<file path="config.mk">
export PLATFORM = sky130hd
export DESIGN_NAME = antialiased_line_rasterizer
export DESIGN_NICKNAME = d
export VERILOG_FILES = /design/src/hw/rtl/alr_pkg.sv /design/src/hw/rtl/alr_queue.sv /design/src/hw/rtl/alr_front.sv /design/src/hw/rtl/alr_back.sv /design/src/hw/rtl/antialiased_line_rasterizer.sv
export SDC_FILE = /design/constraint.sdc
export NUM_CORES = 2
export LEC_CHECK = 0
export BUFFER_PORTS_ARGS = -buffer_cell sky130_fd_sc_hd__buf_4
export CORE_ASPECT_RATIO = 0.6
export CORE_MARGIN = 2
export CORE_UTILIZATION = 35
export CTS_CLUSTER_SIZE = 10
export DETAILED_ROUTE_END_ITERATION = 6
export HOLD_SLACK_MARGIN = 0.03
export SLEW_MARGIN = 15
export SYNTH_ARGS = -nofsm -noshare
export SYNTH_HDL_FRONTEND = slang
export SYNTH_SLANG_ARGS = --single-unit
</file>
<file path="constraint.sdc">
create_clock -name clk -period 13.2 [get_ports clk]
set_clock_uncertainty 0.15 [all_clocks]
set_input_delay 0.66 -clock clk [delete_from_list [all_inputs] [get_ports clk]]
set_output_delay 0.66 -clock clk [all_outputs]
set_load 0.02 [all_outputs]
</file>
<file path="src/hw/rtl/alr_pkg.sv">
// Shared constants, types and helpers for the anti-aliased line rasterizer.
// No dependencies; imported by every module of the block.
package alr_pkg;

    // Default geometry of the block
    localparam int COORD_INT_BITS_DEF  = 12;
    localparam int COORD_FRAC_BITS_DEF = 4;
    localparam int SLOPE_FRAC_BITS_DEF = 16;
    localparam int COVERAGE_BITS_DEF   = 8;

    // Depth of the command queue between setup and pixel generation
    localparam int QUEUE_DEPTH_DEF = 2;

    // Item kinds on the input stream (tuser) and in the command queue
    localparam logic FUNC_START = 1'b0;
    localparam logic FUNC_STEP  = 1'b1;

    // Fill/empty flags of the command queue
    typedef struct packed {
        logic full;
        logic empty;
    } alr_qstat_t;

    // Round a bit count up to whole bytes
    function automatic int alr_byte_pad(input int bits);
        return ((bits + 7) / 8) * 8;
    endfunction

    // Width of one queue entry:
    // kind, transposed, two endpoints (column, pixel, two coverages), slope, minor accumulator
    function automatic int alr_desc_w(input int ci, input int sf, input int cb);
        return 2 + 2 * ((ci + 1) + (ci + 2) + 2 * cb) + (sf + 2) + (ci + sf + 2);
    endfunction

endpackage

</file>
<file path="src/hw/rtl/alr_queue.sv">
// Short command queue between the setup front end and the pixel back end.
// Depends on alr_pkg for the status struct.
module alr_queue #(
    parameter int W     = 8,
    parameter int DEPTH = alr_pkg::QUEUE_DEPTH_DEF
) (
    input  logic                clk,
    input  logic                rst_n,
    input  logic                push,
    input  logic [W-1:0]        wdata,
    input  logic                pop,
    output logic [W-1:0]        rdata,
    output alr_pkg::alr_qstat_t stat
);
    import alr_pkg::*;

    localparam int PW = (DEPTH > 1) ? $clog2(DEPTH) : 1;
    localparam int CW = $clog2(DEPTH + 1);

    logic [W-1:0]  entry_reg [DEPTH];
    logic [PW-1:0] wr_ptr_reg, wr_ptr_next;
    logic [PW-1:0] rd_ptr_reg, rd_ptr_next;
    logic [CW-1:0] count_reg, count_next;

    // Status and head entry
    always_comb
    begin
        stat.full  = (count_reg == CW'(DEPTH));
        stat.empty = (count_reg == '0);
        rdata      = entry_reg[rd_ptr_reg];
    end

    // Pointer and fill count update
    always_comb
    begin
        wr_ptr_next = wr_ptr_reg;
        rd_ptr_next = rd_ptr_reg;
        count_next  = count_reg;
        if (push)
        begin
            wr_ptr_next = (wr_ptr_reg == PW'(DEPTH - 1)) ? '0 : PW'(wr_ptr_reg + PW'(1));
        end
        if (pop)
        begin
            rd_ptr_next = (rd_ptr_reg == PW'(DEPTH - 1)) ? '0 : PW'(rd_ptr_reg + PW'(1));
        end
        if (push && !pop)
        begin
            count_next = CW'(count_reg + CW'(1));
        end
        else if (pop && !push)
        begin
            count_next = CW'(count_reg - CW'(1));
        end
    end

    always_ff @(posedge clk or negedge rst_n)
    begin
        if (!rst_n)
        begin
            wr_ptr_reg <= '0;
            rd_ptr_reg <= '0;
            count_reg  <= '0;
        end
        else
        begin
            wr_ptr_reg <= wr_ptr_next;
            rd_ptr_reg <= rd_ptr_next;
            count_reg  <= count_next;
        end
    end

    // Entry storage, no reset needed
    always_ff @(posedge clk)
    begin
        if (push)
        begin
            entry_reg[wr_ptr_reg] <= wdata;
        end
    end

endmodule

</file>
<file path="src/hw/rtl/alr_front.sv">
// Front end: accepts stream items, runs line setup (ordering, serial gradient divide,
// endpoint minor coordinates and coverages) and queues start and step commands.
// Depends on alr_pkg.
module alr_front #(
    parameter int COORD_INT_BITS  = alr_pkg::COORD_INT_BITS_DEF,
    parameter int COORD_FRAC_BITS = alr_pkg::COORD_FRAC_BITS_DEF,
    parameter int SLOPE_FRAC_BITS = alr_pkg::SLOPE_FRAC_BITS_DEF,
    parameter int COVERAGE_BITS   = alr_pkg::COVERAGE_BITS_DEF,
    parameter int QW              = 8
) (
    input  logic                clk,
    input  logic                rst_n,
    input  logic                s_tvalid,
    output logic                s_tready,
    // start_x, start_y, end_x, end_y from the lowest bit up
    input  logic [4*(COORD_INT_BITS+COORD_FRAC_BITS)-1:0] s_tdata,
    // func
    input  logic                s_tuser,
    output logic                q_push,
    output logic [QW-1:0]       q_data,
    input  alr_pkg::alr_qstat_t q_stat
);
    import alr_pkg::*;

    localparam int CI = COORD_INT_BITS;
    localparam int FB = COORD_FRAC_BITS;
    localparam int SF = SLOPE_FRAC_BITS;
    localparam int CB = COVERAGE_BITS;
    localparam int CW = CI + FB;
    localparam int SW = SF + 2;
    localparam int YW = CI + SF + 2;
    localparam int PW = CI + 2;
    localparam int XW = CI + 1;
    localparam int GW = FB + 1;
    localparam int NW = SF + 1 + GW;
    localparam int CNT_W = $clog2(SF + 1);
    localparam int EP_FB = SF + FB;
    localparam int SHL = (EP_FB >= CB) ? 0 : CB - EP_FB;
    localparam int SHR = (EP_FB >= CB) ? EP_FB - CB : 0;

    typedef enum logic [2:0] {
        ST_IDLE,
        ST_PREP,
        ST_DIV,
        ST_MUL,
        ST_COV,
        ST_PUSH
    } state_t;

    // Endpoint coverage: truncate to CB fraction bits, saturate at all ones
    function automatic logic [CB-1:0] ep_cov(input logic [NW-1:0] num);
        logic [NW+SHL-1:0] v;
        v = (NW + SHL)'(num) << SHL;
        v = v >> SHR;
        return (|v[NW+SHL-1:CB]) ? {CB{1'b1}} : v[CB-1:0];
    endfunction

    state_t            state_reg, state_next;
    logic              tr_reg, tr_next;
    logic [CW-1:0]     x0_reg, x0_next, y0_reg, y0_next;
    logic [CW-1:0]     x1_reg, x1_next, y1_reg, y1_next;
    logic [CW-1:0]     dx_reg, dx_next;
    logic              neg_reg, neg_next;
    logic [CW:0]       rem_reg, rem_next;
    logic [SF:0]       quo_reg, quo_next;
    logic [CNT_W-1:0]  cnt_reg, cnt_next;
    logic signed [SW-1:0] slope_reg, slope_next;
    logic signed [YW-1:0] yend_reg [2];
    logic signed [YW-1:0] yend_next [2];
    logic [GW-1:0]     gap_reg [2];
    logic [GW-1:0]     gap_next [2];
    logic [XW-1:0]     col_reg [2];
    logic [XW-1:0]     col_next [2];
    logic [PW-1:0]     pix_reg [2];
    logic [PW-1:0]     pix_next [2];
    logic [CB-1:0]     cova_reg [2];
    logic [CB-1:0]     cova_next [2];
    logic [CB-1:0]     covb_reg [2];
    logic [CB-1:0]     covb_next [2];
    logic signed [YW-1:0] accum_reg, accum_next;

    // New item: raw endpoints and their ordering
    logic [CW-1:0] ax, ay, bx, by, adx, ady, ux, uy, vx, vy;
    logic          steep, accept;

    // Divider step
    logic          div_ge;
    logic [CW:0]   div_sub, div_sel;
    logic [SF:0]   div_quo;

    // Endpoint arithmetic
    logic [CW-1:0]        ep_x [2];
    logic [CW-1:0]        ep_y [2];
    logic [CW:0]          rnd_sum [2];
    logic [FB-1:0]        rnd_frac [2];
    logic signed [GW-1:0] ofs [2];
    logic signed [SW+GW-1:0] prod [2];
    logic signed [YW-1:0] yterm [2];
    logic [SF-1:0]        fy [2];
    logic [SF:0]          omf [2];

    assign s_tready = (state_reg == ST_IDLE) && !q_stat.full;
    assign accept   = s_tvalid && s_tready;

    // Ordering of a start item: transpose steep lines, then sort by major coordinate
    always_comb
    begin
        ax    = s_tdata[CW-1:0];
        ay    = s_tdata[2*CW-1:CW];
        bx    = s_tdata[3*CW-1:2*CW];
        by    = s_tdata[4*CW-1:3*CW];
        adx   = (ax > bx) ? CW'(ax - bx) : CW'(bx - ax);
        ady   = (ay > by) ? CW'(ay - by) : CW'(by - ay);
        steep = ady > adx;
        ux    = steep ? ay : ax;
        uy    = steep ? ax : ay;
        vx    = steep ? by : bx;
        vy    = steep ? bx : by;
    end

    // One restoring divide step per cycle
    always_comb
    begin
        div_ge  = rem_reg >= {1'b0, dx_reg};
        div_sub = (CW + 1)'(rem_reg - {1'b0, dx_reg});
        div_sel = div_ge ? div_sub : rem_reg;
        div_quo = {quo_reg[SF-1:0], div_ge};
    end

    // Endpoint columns, offsets and minor coordinates; coverage inputs
    always_comb
    begin
        ep_x[0] = x0_reg;
        ep_y[0] = y0_reg;
        ep_x[1] = x1_reg;
        ep_y[1] = y1_reg;
        for (int e = 0; e < 2; e++)
        begin
            rnd_sum[e]  = (CW + 1)'(ep_x[e]) + ((CW + 1)'(1) << (FB - 1));
            rnd_frac[e] = rnd_sum[e][FB-1:0];
            ofs[e]      = $signed((GW'(1) << (FB - 1)) - GW'(rnd_frac[e]));
            prod[e]     = slope_reg * ofs[e];
            yterm[e]    = $signed(YW'(ep_y[e]) << (SF - FB));
            fy[e]       = yend_reg[e][SF-1:0];
            omf[e]      = ((SF + 1)'(1) << SF) - (SF + 1)'(fy[e]);
        end
    end

    // Setup sequencer
    always_comb
    begin
        state_next = state_reg;
        tr_next    = tr_reg;
        x0_next    = x0_reg;
        y0_next    = y0_reg;
        x1_next    = x1_reg;
        y1_next    = y1_reg;
        dx_next    = dx_reg;
        neg_next   = neg_reg;
        rem_next   = rem_reg;
        quo_next   = quo_reg;
        cnt_next   = cnt_reg;
        slope_next = slope_reg;
        accum_next = accum_reg;
        for (int e = 0; e < 2; e++)
        begin
            yend_next[e] = yend_reg[e];
            gap_next[e]  = gap_reg[e];
            col_next[e]  = col_reg[e];
            pix_next[e]  = pix_reg[e];
            cova_next[e] = cova_reg[e];
            covb_next[e] = covb_reg[e];
        end
        q_push = 1'b0;

        case (state_reg)
            ST_IDLE:
            begin
                if (accept)
                begin
                    if (s_tuser == FUNC_STEP)
                    begin
                        q_push = 1'b1;
                    end
                    else
                    begin
                        tr_next = steep;
                        if (ux > vx)
                        begin
                            x0_next = vx;
                            y0_next = vy;
                            x1_next = ux;
                            y1_next = uy;
                        end
                        else
                        begin
                            x0_next = ux;
                            y0_next = uy;
                            x1_next = vx;
                            y1_next = vy;
                        end
                        state_next = ST_PREP;
                    end
                end
            end
            ST_PREP:
            begin
                dx_next  = CW'(x1_reg - x0_reg);
                neg_next = y1_reg < y0_reg;
                rem_next = (y1_reg < y0_reg) ? (CW + 1)'(y0_reg - y1_reg)
                                             : (CW + 1)'(y1_reg - y0_reg);
                quo_next = '0;
                cnt_next = '0;
                if (x1_reg == x0_reg)
                begin
                    slope_next = $signed(SW'(1) << SF);
                    state_next = ST_MUL;
                end
                else
                begin
                    state_next = ST_DIV;
                end
            end
            ST_DIV:
            begin
                rem_next = {div_sel[CW-1:0], 1'b0};
                quo_next = div_quo;
                cnt_next = CNT_W'(cnt_reg + CNT_W'(1));
                if (cnt_reg == CNT_W'(SF))
                begin
                    slope_next = neg_reg ? -$signed(SW'(div_quo)) : $signed(SW'(div_quo));
                    state_next = ST_MUL;
                end
            end
            ST_MUL:
            begin
                for (int e = 0; e < 2; e++)
                begin
                    yend_next[e] = yterm[e] + YW'(prod[e] >>> FB);
                    col_next[e]  = rnd_sum[e][CW:FB];
                end
                gap_next[0] = (GW'(1) << FB) - GW'(rnd_frac[0]);
                gap_next[1] = GW'(rnd_frac[1]);
                state_next  = ST_COV;
            end
            ST_COV:
            begin
                for (int e = 0; e < 2; e++)
                begin
                    pix_next[e]  = yend_reg[e][YW-1:SF];
                    cova_next[e] = ep_cov(NW'(omf[e]) * NW'(gap_reg[e]));
                    covb_next[e] = ep_cov(NW'(fy[e]) * NW'(gap_reg[e]));
                end
                accum_next = yend_reg[0] + YW'(slope_reg);
                state_next = ST_PUSH;
            end
            ST_PUSH:
            begin
                if (!q_stat.full)
                begin
                    q_push     = 1'b1;
                    state_next = ST_IDLE;
                end
            end
            default:
            begin
                state_next = ST_IDLE;
            end
        endcase
    end

    // Queue entry: a line descriptor after setup, else a bare step command
    assign q_data = {((state_reg == ST_PUSH) ? FUNC_START : FUNC_STEP), tr_reg,
                     col_reg[0], pix_reg[0], cova_reg[0], covb_reg[0],
                     col_reg[1], pix_reg[1], cova_reg[1], covb_reg[1],
                     slope_reg, accum_reg};

    always_ff @(posedge clk or negedge rst_n)
    begin
        if (!rst_n)
        begin
            state_reg <= ST_IDLE;
            tr_reg    <= 1'b0;
            x0_reg    <= '0;
            y0_reg    <= '0;
            x1_reg    <= '0;
            y1_reg    <= '0;
            dx_reg    <= '0;
            neg_reg   <= 1'b0;
            rem_reg   <= '0;
            quo_reg   <= '0;
            cnt_reg   <= '0;
            slope_reg <= '0;
            accum_reg <= '0;
            for (int e = 0; e < 2; e++)
            begin
                yend_reg[e] <= '0;
                gap_reg[e]  <= '0;
                col_reg[e]  <= '0;
                pix_reg[e]  <= '0;
                cova_reg[e] <= '0;
                covb_reg[e] <= '0;
            end
        end
        else
        begin
            state_reg <= state_next;
            tr_reg    <= tr_next;
            x0_reg    <= x0_next;
            y0_reg    <= y0_next;
            x1_reg    <= x1_next;
            y1_reg    <= y1_next;
            dx_reg    <= dx_next;
            neg_reg   <= neg_next;
            rem_reg   <= rem_next;
            quo_reg   <= quo_next;
            cnt_reg   <= cnt_next;
            slope_reg <= slope_next;
            accum_reg <= accum_next;
            for (int e = 0; e < 2; e++)
            begin
                yend_reg[e] <= yend_next[e];
                gap_reg[e]  <= gap_next[e];
                col_reg[e]  <= col_next[e];
                pix_reg[e]  <= pix_next[e];
                cova_reg[e] <= cova_next[e];
                covb_reg[e] <= covb_next[e];
            end
        end
    end

endmodule

</file>
<file path="src/hw/rtl/alr_back.sv">
// Back end: takes line descriptors and step commands from the queue, walks the
// endpoint and interior columns and drives the registered output stream.
// Depends on alr_pkg.
module alr_back #(
    parameter int COORD_INT_BITS  = alr_pkg::COORD_INT_BITS_DEF,
    parameter int SLOPE_FRAC_BITS = alr_pkg::SLOPE_FRAC_BITS_DEF,
    parameter int COVERAGE_BITS   = alr_pkg::COVERAGE_BITS_DEF,
    parameter int QW              = 8,
    parameter int ODW             = 48
) (
    input  logic                clk,
    input  logic                rst_n,
    input  logic [QW-1:0]       q_data,
    input  alr_pkg::alr_qstat_t q_stat,
    output logic                q_pop,
    output logic                m_tvalid,
    input  logic                m_tready,
    // plot_x, plot_y, first_cov, second_cov from the lowest bit up
    output logic [ODW-1:0]      m_tdata,
    // second_along_x
    output logic                m_tuser,
    output logic                m_tlast
);
    import alr_pkg::*;

    localparam int CI  = COORD_INT_BITS;
    localparam int SF  = SLOPE_FRAC_BITS;
    localparam int CB  = COVERAGE_BITS;
    localparam int SW  = SF + 2;
    localparam int YW  = CI + SF + 2;
    localparam int PW  = CI + 2;
    localparam int XW  = CI + 1;
    localparam int NW  = SF + 1;
    localparam int SHL = (SF >= CB) ? 0 : CB - SF;
    localparam int SHR = (SF >= CB) ? SF - CB : 0;

    typedef enum logic [1:0] {
        PH_FIRST,
        PH_SECOND,
        PH_INTERIOR
    } phase_t;

    // Interior coverage: truncate to CB fraction bits, saturate at all ones
    function automatic logic [CB-1:0] in_cov(input logic [NW-1:0] num);
        logic [NW+SHL-1:0] v;
        v = (NW + SHL)'(num) << SHL;
        v = v >> SHR;
        return (|v[NW+SHL-1:CB]) ? {CB{1'b1}} : v[CB-1:0];
    endfunction

    // Head entry fields
    logic          h_kind, h_tr;
    logic [XW-1:0] h_col0, h_col1;
    logic [PW-1:0] h_pix0, h_pix1;
    logic [CB-1:0] h_ca0, h_cb0, h_ca1, h_cb1;
    logic signed [SW-1:0] h_slope;
    logic signed [YW-1:0] h_accum;

    // Line state
    logic          active_reg, active_next;
    phase_t        phase_reg, phase_next;
    logic          tr_reg, tr_next;
    logic [XW-1:0] col0_reg, col0_next, col1_reg, col1_next;
    logic [PW-1:0] pix0_reg, pix0_next, pix1_reg, pix1_next;
    logic [CB-1:0] ca0_reg, ca0_next, cb0_reg, cb0_next;
    logic [CB-1:0] ca1_reg, ca1_next, cb1_reg, cb1_next;
    logic signed [SW-1:0] slope_reg, slope_next;
    logic signed [YW-1:0] accum_reg, accum_next;
    logic [XW-1:0] cur_reg, cur_next, fin_reg, fin_next;

    // Output register
    logic          ovalid_reg, ovalid_next;
    logic [PW-1:0] px_reg, px_next, py_reg, py_next;
    logic [CB-1:0] oca_reg, oca_next, ocb_reg, ocb_next;
    logic          along_reg, along_next;
    logic          last_reg, last_next;

    // Pair under construction
    logic          out_free, emit, last;
    logic [XW-1:0] major;
    logic [PW-1:0] minor;
    logic [CB-1:0] ca, cb;
    logic [SF-1:0] fy;
    logic [SF:0]   omf;

    always_comb
    begin
        {h_kind, h_tr, h_col0, h_pix0, h_ca0, h_cb0,
         h_col1, h_pix1, h_ca1, h_cb1, h_slope, h_accum} = q_data;
    end

    // Start entries load at once; step entries need room in the output register
    assign out_free = !ovalid_reg || m_tready;
    assign q_pop    = !q_stat.empty && (h_kind == FUNC_START || out_free);

    always_comb
    begin
        fy  = accum_reg[SF-1:0];
        omf = ((SF + 1)'(1) << SF) - (SF + 1)'(fy);
    end

    always_comb
    begin
        active_next = active_reg;
        phase_next  = phase_reg;
        tr_next     = tr_reg;
        col0_next   = col0_reg;
        col1_next   = col1_reg;
        pix0_next   = pix0_reg;
        pix1_next   = pix1_reg;
        ca0_next    = ca0_reg;
        cb0_next    = cb0_reg;
        ca1_next    = ca1_reg;
        cb1_next    = cb1_reg;
        slope_next  = slope_reg;
        accum_next  = accum_reg;
        cur_next    = cur_reg;
        fin_next    = fin_reg;
        emit        = 1'b0;
        last        = 1'b0;
        major       = col0_reg;
        minor       = pix0_reg;
        ca          = ca0_reg;
        cb          = cb0_reg;

        if (q_pop)
        begin
            if (h_kind == FUNC_START)
            begin
                // New line replaces any line in progress
                active_next = 1'b1;
                phase_next  = PH_FIRST;
                tr_next     = h_tr;
                col0_next   = h_col0;
                col1_next   = h_col1;
                pix0_next   = h_pix0;
                pix1_next   = h_pix1;
                ca0_next    = h_ca0;
                cb0_next    = h_cb0;
                ca1_next    = h_ca1;
                cb1_next    = h_cb1;
                slope_next  = h_slope;
                accum_next  = h_accum;
                cur_next    = XW'(h_col0 + XW'(1));
                fin_next    = h_col1;
            end
            else if (active_reg)
            begin
                emit = 1'b1;
                case (phase_reg)
                    PH_FIRST:
                    begin
                        phase_next = PH_SECOND;
                    end
                    PH_SECOND:
                    begin
                        major = col1_reg;
                        minor = pix1_reg;
                        ca    = ca1_reg;
                        cb    = cb1_reg;
                        last  = cur_reg >= fin_reg;
                        if (last)
                        begin
                            active_next = 1'b0;
                        end
                        else
                        begin
                            phase_next = PH_INTERIOR;
                        end
                    end
                    PH_INTERIOR:
                    begin
                        major      = cur_reg;
                        minor      = accum_reg[YW-1:SF];
                        ca         = in_cov(omf);
                        cb         = in_cov(NW'(fy));
                        last       = XW'(cur_reg + XW'(1)) >= fin_reg;
                        cur_next   = XW'(cur_reg + XW'(1));
                        accum_next = accum_reg + YW'(slope_reg);
                        if (last)
                        begin
                            active_next = 1'b0;
                        end
                    end
                    default:
                    begin
                        emit        = 1'b0;
                        active_next = 1'b0;
                    end
                endcase
            end
        end
    end

    // Output register: load a new pair or drain on transfer
    always_comb
    begin
        ovalid_next = ovalid_reg;
        px_next     = px_reg;
        py_next     = py_reg;
        oca_next    = oca_reg;
        ocb_next    = ocb_reg;
        along_next  = along_reg;
        last_next   = last_reg;
        if (emit)
        begin
            ovalid_next = 1'b1;
            px_next     = tr_reg ? minor : PW'(major);
            py_next     = tr_reg ? PW'(major) : minor;
            oca_next    = ca;
            ocb_next    = cb;
            along_next  = tr_reg;
            last_next   = last;
        end
        else if (m_tready)
        begin
            ovalid_next = 1'b0;
        end
    end

    always_ff @(posedge clk or negedge rst_n)
    begin
        if (!rst_n)
        begin
            active_reg <= 1'b0;
            phase_reg  <= PH_FIRST;
            tr_reg     <= 1'b0;
            col0_reg   <= '0;
            col1_reg   <= '0;
            pix0_reg   <= '0;
            pix1_reg   <= '0;
            ca0_reg    <= '0;
            cb0_reg    <= '0;
            ca1_reg    <= '0;
            cb1_reg    <= '0;
            slope_reg  <= '0;
            accum_reg  <= '0;
            cur_reg    <= '0;
            fin_reg    <= '0;
            ovalid_reg <= 1'b0;
            px_reg     <= '0;
            py_reg     <= '0;
            oca_reg    <= '0;
            ocb_reg    <= '0;
            along_reg  <= 1'b0;
            last_reg   <= 1'b0;
        end
        else
        begin
            active_reg <= active_next;
            phase_reg  <= phase_next;
            tr_reg     <= tr_next;
            col0_reg   <= col0_next;
            col1_reg   <= col1_next;
            pix0_reg   <= pix0_next;
            pix1_reg   <= pix1_next;
            ca0_reg    <= ca0_next;
            cb0_reg    <= cb0_next;
            ca1_reg    <= ca1_next;
            cb1_reg    <= cb1_next;
            slope_reg  <= slope_next;
            accum_reg  <= accum_next;
            cur_reg    <= cur_next;
            fin_reg    <= fin_next;
            ovalid_reg <= ovalid_next;
            px_reg     <= px_next;
            py_reg     <= py_next;
            oca_reg    <= oca_next;
            ocb_reg    <= ocb_next;
            along_reg  <= along_next;
            last_reg   <= last_next;
        end
    end

    assign m_tvalid = ovalid_reg;
    assign m_tdata  = ODW'({ocb_reg, oca_reg, py_reg, px_reg});
    assign m_tuser  = along_reg;
    assign m_tlast  = last_reg;

endmodule

</file>
<file path="src/hw/rtl/antialiased_line_rasterizer.sv">
// Anti-aliased line rasterizer (Wu): top level joining setup front end, command
// queue and pixel back end. Depends on alr_pkg, alr_front, alr_queue, alr_back.
//
// Usage:
//   Input stream s_*: tuser = 0 starts a line with the endpoints in tdata
//   (unsigned fixed point), tuser = 1 asks for the next pixel pair of the line.
//   Output stream m_*: one transfer per pixel pair: first endpoint, second
//   endpoint, then interior columns; tlast marks the final pair, tuser is set
//   when the second pixel sits at x+1 (steep line), else at y+1.
//   A start transfer produces nothing; a step with no line in progress is dropped.
// Timing:
//   A start item holds s_tready low while the front end orders the endpoints, runs
//   the bit-serial gradient divider (one quotient bit per cycle; skipped when both
//   endpoints share the major coordinate) and computes both endpoint pairs, and
//   longer while the queue is full.
//   Step items are taken one per cycle while the queue has room; each pair passes
//   through the queue and then the output register before it is valid on m_*. The
//   queue lets the front end take items while the back end waits on m_tready; when
//   both are full, s_tready drops.
// Reset (rst_n, asynchronous, active low) empties the queue, drops any line in
// progress and clears m_tvalid.
module antialiased_line_rasterizer #(
    parameter int COORD_INT_BITS  = alr_pkg::COORD_INT_BITS_DEF,
    parameter int COORD_FRAC_BITS = alr_pkg::COORD_FRAC_BITS_DEF,
    parameter int SLOPE_FRAC_BITS = alr_pkg::SLOPE_FRAC_BITS_DEF,
    parameter int COVERAGE_BITS   = alr_pkg::COVERAGE_BITS_DEF,
    parameter int QUEUE_DEPTH     = alr_pkg::QUEUE_DEPTH_DEF
) (
    input  logic clk,
    input  logic rst_n,
    input  logic s_tvalid,
    output logic s_tready,
    // start_x, start_y, end_x, end_y from the lowest bit up
    input  logic [alr_pkg::alr_byte_pad(4 * (COORD_INT_BITS + COORD_FRAC_BITS))-1:0] s_tdata,
    // func
    input  logic s_tuser,
    output logic m_tvalid,
    input  logic m_tready,
    // plot_x, plot_y, first_cov, second_cov from the lowest bit up
    output logic [alr_pkg::alr_byte_pad(2 * (COORD_INT_BITS + 2) + 2 * COVERAGE_BITS)-1:0]
                 m_tdata,
    // second_along_x
    output logic m_tuser,
    // last_of_line
    output logic m_tlast
);
    import alr_pkg::*;

    localparam int CW  = COORD_INT_BITS + COORD_FRAC_BITS;
    localparam int QW  = alr_desc_w(COORD_INT_BITS, SLOPE_FRAC_BITS, COVERAGE_BITS);
    localparam int ODW = alr_byte_pad(2 * (COORD_INT_BITS + 2) + 2 * COVERAGE_BITS);

    logic          q_push, q_pop;
    logic [QW-1:0] q_wdata, q_rdata;
    alr_qstat_t    q_stat;

    // Setup and command issue
    alr_front #(
        .COORD_INT_BITS  (COORD_INT_BITS),
        .COORD_FRAC_BITS (COORD_FRAC_BITS),
        .SLOPE_FRAC_BITS (SLOPE_FRAC_BITS),
        .COVERAGE_BITS   (COVERAGE_BITS),
        .QW              (QW)
    ) u_front (
        .clk      (clk),
        .rst_n    (rst_n),
        .s_tvalid (s_tvalid),
        .s_tready (s_tready),
        .s_tdata  (s_tdata[4*CW-1:0]),
        .s_tuser  (s_tuser),
        .q_push   (q_push),
        .q_data   (q_wdata),
        .q_stat   (q_stat)
    );

    // Command queue
    alr_queue #(
        .W     (QW),
        .DEPTH (QUEUE_DEPTH)
    ) u_queue (
        .clk   (clk),
        .rst_n (rst_n),
        .push  (q_push),
        .wdata (q_wdata),
        .pop   (q_pop),
        .rdata (q_rdata),
        .stat  (q_stat)
    );

    // Pixel pair generation and output register
    alr_back #(
        .COORD_INT_BITS  (COORD_INT_BITS),
        .SLOPE_FRAC_BITS (SLOPE_FRAC_BITS),
        .COVERAGE_BITS   (COVERAGE_BITS),
        .QW              (QW),
        .ODW             (ODW)
    ) u_back (
        .clk      (clk),
        .rst_n    (rst_n),
        .q_data   (q_rdata),
        .q_stat   (q_stat),
        .q_pop    (q_pop),
        .m_tvalid (m_tvalid),
        .m_tready (m_tready),
        .m_tdata  (m_tdata),
        .m_tuser  (m_tuser),
        .m_tlast  (m_tlast)
    );

endmodule

</file>
Word-level counts from Yosys, hierarchy flattened
Memory sizes are Yosys's and may differ from the RTL's.
Index checks and enable logic that the tools add are counted.
{"block": "classes", "n_addsub": 28, "n_mul": 6, "n_lt_le_gt_ge": 8, "eq_ne": 19, "mux": 84, "bitwise": 2, "n_reduce_logical": 27}
{"cell": "$mux W16", "count": 11}
{"cell": "$sub A16 B16 Y16", "count": 6}
{"cell": "$mux W30", "count": 3}
{"cell": "$mux W8", "count": 11}
{"cell": "$mux W13", "count": 6}
{"cell": "$mux W14", "count": 5}
{"cell": "$gt A16 B16 Y1", "count": 4}
{"cell": "$add A29 B19 Y30", "count": 2}
{"cell": "$add A30 B18 Y30", "count": 2}
{"cell": "$mux W18", "count": 3}
{"cell": "$sub A17 B16 Y17 const A", "count": 3}
{"cell": "$mul A18 B5 Y23", "count": 2}
{"cell": "$pmux W18 S2", "count": 1}
{"cell": "$add A16 B4 Y17 const B", "count": 2}
{"cell": "$pmux W17 S2", "count": 1}
{"cell": "$sub A16 B16 Y17", "count": 2}
{"cell": "$pmux W16 S2", "count": 1}
{"cell": "$pmux W8 S2", "count": 2}
{"cell": "$pmux W14 S2", "count": 1}
{"cell": "$add A13 B1 Y13 const B", "count": 2}
{"cell": "$ge A13 B13 Y1", "count": 2}
{"cell": "$pmux W13 S2", "count": 1}
{"cell": "$mul A17 B5 Y22", "count": 1}
{"cell": "$mux W1", "count": 22}
{"cell": "other kinds (42)", "count": 78}
{"block": "word_totals", "reg_bits": 528, "ramBits": 272, "output_inout_bits": 52, "n_memories": 1}
{"name": "u_queue.entry_reg", "depth": 2, "word_bits": 136, "read_ports": 1, "rd_clocked_by_memory_dff": 0, "wr": 1, "line": "alr_queue.sv:20", "source": "logic [W-1:0] entry_reg [DEPTH];"}

Longest topological paths before layout
{"block": "depth", "ltp_word": 10, "depth_mapped": 37}

Cells and area by module
A second synthesis with hierarchy kept.
{"block": "hier_totals", "hier_cells": 6291, "hier_area_um2": 59340.7}
{"module": "alr_front", "n_inst": 1, "cells_per_inst": 4457, "area_per_inst_um2": 37589.8, "seq_area_each_um2": 8157.8}
{"module": "alr_back", "n_inst": 1, "cells_per_inst": 1395, "area_per_inst_um2": 11671.2, "seq_area_each_um2": 4954.8}
{"module": "alr_queue", "n_inst": 1, "cells_per_inst": 439, "area_per_inst_um2": 10079.7, "seq_area_each_um2": 8267.9}

Worst setup path after synthesis
OpenSTA, ideal clock, no wires.
{"block": "synth_timing", "path_kind": "flip-flop to flip-flop", "startpoint": "reg u_front.state_reg[0]", "endpoint": "mem u_queue.entry_reg[0][0] in the netlist's numbering, enable pin", "setup_time_ns": 0.649, "arrival_time_ns": 7.228, "required_ns": 12.401, "slack_ns": 5.173, "path_stages_with_launch": 6, "path_cell_list": "dfrtp_1 -> clkbuf_1 -> nor2_1 -> nand3_1 -> a211oi_1 -> nor2b_1"}
{"block": "synth_between", "elab_chain_len": 7}
{"item": "from (decl)", "line": "alr_front.sv:58", "source": "state_t state_reg, state_next;"}
{"item": "from (signal assigned)", "line": "alr_front.sv:307", "source": "state_reg <= state_next;"}
{"item": "$logic_not A3 Y1", "line": "alr_front.sv:102, alr_front.sv:176"}
{"item": "$logic_and A1 B1 Y1", "line": "alr_front.sv:102", "source": "assign s_tready = (state_reg == ST_IDLE) && !q_stat.full;"}
{"item": "$logic_and A1 B1 Y1", "line": "alr_front.sv:103", "source": "assign accept = s_tvalid && s_tready;"}
{"item": "$mux W1", "line": "alr_front.sv:179", "source": "if (accept)"}
{"item": "$pmux W1 S2 *", "line": "alr_front.sv:176", "source": "case (state_reg)"}
{"item": "named net q_push", "line": "antialiased_line_rasterizer.sv:53", "source": "logic q_push, q_pop;"}
{"item": "$mux W1 *", "line": "alr_queue.sv:76", "source": "if (push)"}
{"item": "$mux W1 (not written as such) *", "line": "alr_queue.sv:78", "source": "entry_reg[wr_ptr_reg] <= wdata;"}
{"item": "to (decl)", "line": "alr_queue.sv:20"}
The timed path passes the listed nets; every way through them passes the cells marked *.

Worst setup path after layout
{"block": "layout_timing", "startpoint": "in s_tdata[12] in the netlist's numbering", "endpoint": "reg u_front.y1_reg[2]"}
{"block": "layout_between", "elab_chain_len": 6}
{"item": "from (decl)", "line": "antialiased_line_rasterizer.sv:34", "source": "input logic [alr_pkg::alr_byte_pad(4 * (COORD_INT_BITS + COORD_FRAC_BITS))-1:0] s_tdata,"}
{"item": "$sub A16 B16 Y16 or $gt A16 B16 Y1 (tied branches)", "line": "alr_front.sv:112", "source": "adx = (ax > bx) ? CW'(ax - bx) : CW'(bx - ax);"}
{"item": "$mux W16", "line": "alr_front.sv:112"}
{"item": "$gt A16 B16 Y1", "line": "alr_front.sv:114", "source": "steep = ady > adx;"}
{"item": "$mux W16, on equally long branches", "line": "alr_front.sv:115, alr_front.sv:117"}
{"item": "$gt A16 B16 Y1", "line": "alr_front.sv:188", "source": "if (ux > vx)"}
{"item": "$mux W16 *", "line": "alr_front.sv:188"}
{"item": "to (signal assigned)", "line": "alr_front.sv:312", "source": "y1_reg <= y1_next;"}
{"item": "to (decl)", "line": "alr_front.sv:61", "source": "logic [CW-1:0] x1_reg, x1_next, y1_reg, y1_next;"}
Every way passes the cells marked *; elsewhere a longest branch is shown, timed or not.
A chain may end at the register's enable or synchronous reset.

==> flow_summary.toml <==
[run_status]
status = "finished, final reports clean"

[finish]
drive_above_1_share_pct = 5.70
final_common_cell = "nand2_1"
final_area_mm2 = 0.0639
utilization_pct = 38.9
largest_register_ff_count = 272
nNetsFinal = 6930
area_growth_pct = 10.0
final_cell_mix = "836 x nand2_1, 583 x inv_1, 527 x dfrtp_1"

[logic_synthesis]
synth_cell_type_count = 88
async_flop_share_pct = 66.0
syn_avg_cell_area_um2 = 9.44
synth-main-ff-cell = "dfrtp_1"
synthesis.instances = 6154
syn_area_mm2 = 0.0581
synth_edf_count = 272
ys_ff_latch = 800
yosysWarnings = 0
synth-seq-area-share_pct = 36.8

[timing]
slew-limit-headroom_pct = 18.8
hold_viol_final = 0
tns_ns = 0
rsz0062_at_grt = "no"
worst-slew-pin-transition_ns = 1.22
holdWs_ns = 0.0905
drv_slew = 0
period_needed_ns = 10.35
period_share_pct = 78.4
setup_violations = 0
fmax_mhz = 96.6

[clock_network]
clock_latency_ns = 0.71
clockBufferDepth = 3
clock-sinks = 800
h-tree-depth = 3
cts_root_buf = "clkbuf_16"
cts_tree = "done"
cts_buffers = 91
path_clk_slew_ns = 0.06
post_cts_buffers = 0

[floorplan]
die_h_um = 320
start_util_pct = 35.3
die_w_um = 530
core_area_mm2 = 0.164
ios = 121
die_area_mm2 = 0.169
fp-row-count = 115

[flow_run]
drv_cap = 0

[placement]
dp_hpwl_um = 129000
post_dp_cell_area_mm2 = 0.0612
io_buffers = 116
routabilityCongestion = 0.936

[critical_path]
worst-endpoint-arrival_ns = 10.77
worstPathRequired_ns = 13.63
start_kind = "primary input"
critPathTopFamily = "simple AND/OR/NAND/NOR gates"
critPathMaxStageDelay_ns = 1.02
worst_path_max_delay_cell = "nor2_1"
worstPathMaxFanout = 26
critPathBufInv = 6
worstSetupPathType = "primary input to flop"
critical_path.endpoint_type = "flop"

[global_routing]
grt_max_degree = 141
use_met3_pct = 4.59
antenna_found_initial = 9
grt_pass1_vias = 42158
grt-ovfl-total = 0
grt-busiest-layer = "met1"
grtUsageMet2_pct = 24.5
use_met1_pct = 34.5
grt_first_pass_wirelength_um = 264000
grt_usage_pct = 20.1

[routing]
firstDrtPassIters = 6
ant_nets = 0
vias = 44470
routed_via_density = 5.29
wirelength_um = 170000
wl_per_cell_um = 20.2
drc = 0
dr.first_iter.drc_count = 4577

[min_path]
min_path_type = "primary input to flop"
synth_stat cells, types with 21 or more instances:
master / number / share of area [%]
clkbuf_1: 248 / 1.6
nor2b_1: 59 / 0.64
a22oi_1: 33 / 0.43
a21oi_1: 288 / 2.5
buf_1: 32 / 0.21
o21a_1: 47 / 0.61
a21o_1: 89 / 1.2
nand3_1: 56 / 0.48
nor2_1: 308 / 2.0
o21ai_0: 476 / 4.1
nand2_1: 837 / 5.4
inv_1: 583 / 3.8
o221ai_1: 38 / 0.57
and2_1: 242 / 2.6
and3_1: 35 / 0.38
xnor2_1: 186 / 2.8
nand2b_1: 39 / 0.42
nand4_1: 32 / 0.34
o21bai_1: 24 / 0.31
a211oi_1: 76 / 0.98
nor3_1: 103 / 0.89
fa_1: 265 / 9.1
xor2_1: 118 / 1.8
or3_1: 33 / 0.36
a31oi_1: 33 / 0.36
dfrtp_1: 528 / 23
ha_1: 466 / 10
mux2i_1: 231 / 4.0
a221oi_1: 21 / 0.32
edfxtp_1: 272 / 14
o31ai_1: 37 / 0.48
layout make-up:
cell class	count	area, um^2
tap	2223	2780
antenna	2	5.00
clock inverter	9	198
multi-input combinational	4472	33400
fill	16314	100000
sequential	800	21400
timing repair buffer	179	1370
clock buffer	143	2520
inverter	586	2200
routing by layer:
| metal | wire, um | vias up | share of wire, % |
|---|---|---|---|
| met2 | 60900 | 1463 | 36 |
| met4 | 1930 | 4 | 1.1 |
| met1 | 91700 | 21767 | 54 |
| met5 | 34 | - | 0.020 |
| met3 | 15600 | 148 | 9.2 |
| li1 | - | 21088 | - |
timing repair:
item / 4_1_cts / 5_1_grt
resized for setup: 0 / 0
hold endpoints to repair: 112 / 0
hold buffers: 1 / 0
tightest hold or removal path, cell delays in order:
cell and delay [ns]:
buf_4 0.07, nand2b_1 0.13, nand2_1 0.06
logic make-up after synthesis:
kind of cell,after synthesis,share of synthesized area (%)
and+or+nand+nor,1816,14.4
AOI/OAI and AO/OA,1366,14.9
buffers and inverters,885,5.78
DFF,800,36.8
adders and majority gates,731,19.2
xor gates and xnor gates,305,4.61
muxes,250,4.35
other,1,0.00646
final timing paths:
check	start	cells past startpoint	slack (ns)	to
worst max-delay path	s_tdata[12]	32	2.85	u_front.y1_reg[2]
worst min-delay path	m_tready	3	0.09	u_back.m_tvalid
worst max register to register	u_front.x1_reg[0]	30	3.99	u_front.yend_reg[27]
worst min register to register	u_front.q_data[65]	0	0.29	u_queue.entry_reg[0][65]
max in group asynchronous	rst_n	5	9.40	u_front.fy[12]
min in group asynchronous	rst_n	2	0.50	u_back.cur_reg[11]
through the flow:
stage | worst slack, ns | cells
final | 2.85 | 8414
after global placement | 2.80 | 8259
after detailed placement | 2.58 | 8259
after global routing | 2.43 | 8412
after floorplan | 5.17 | 6157
after CTS | 3.30 | 8412
Power is left out: the tool's default activity adds up to more than one toggle a clock period on the data nets, which glitch-free logic cannot reach.
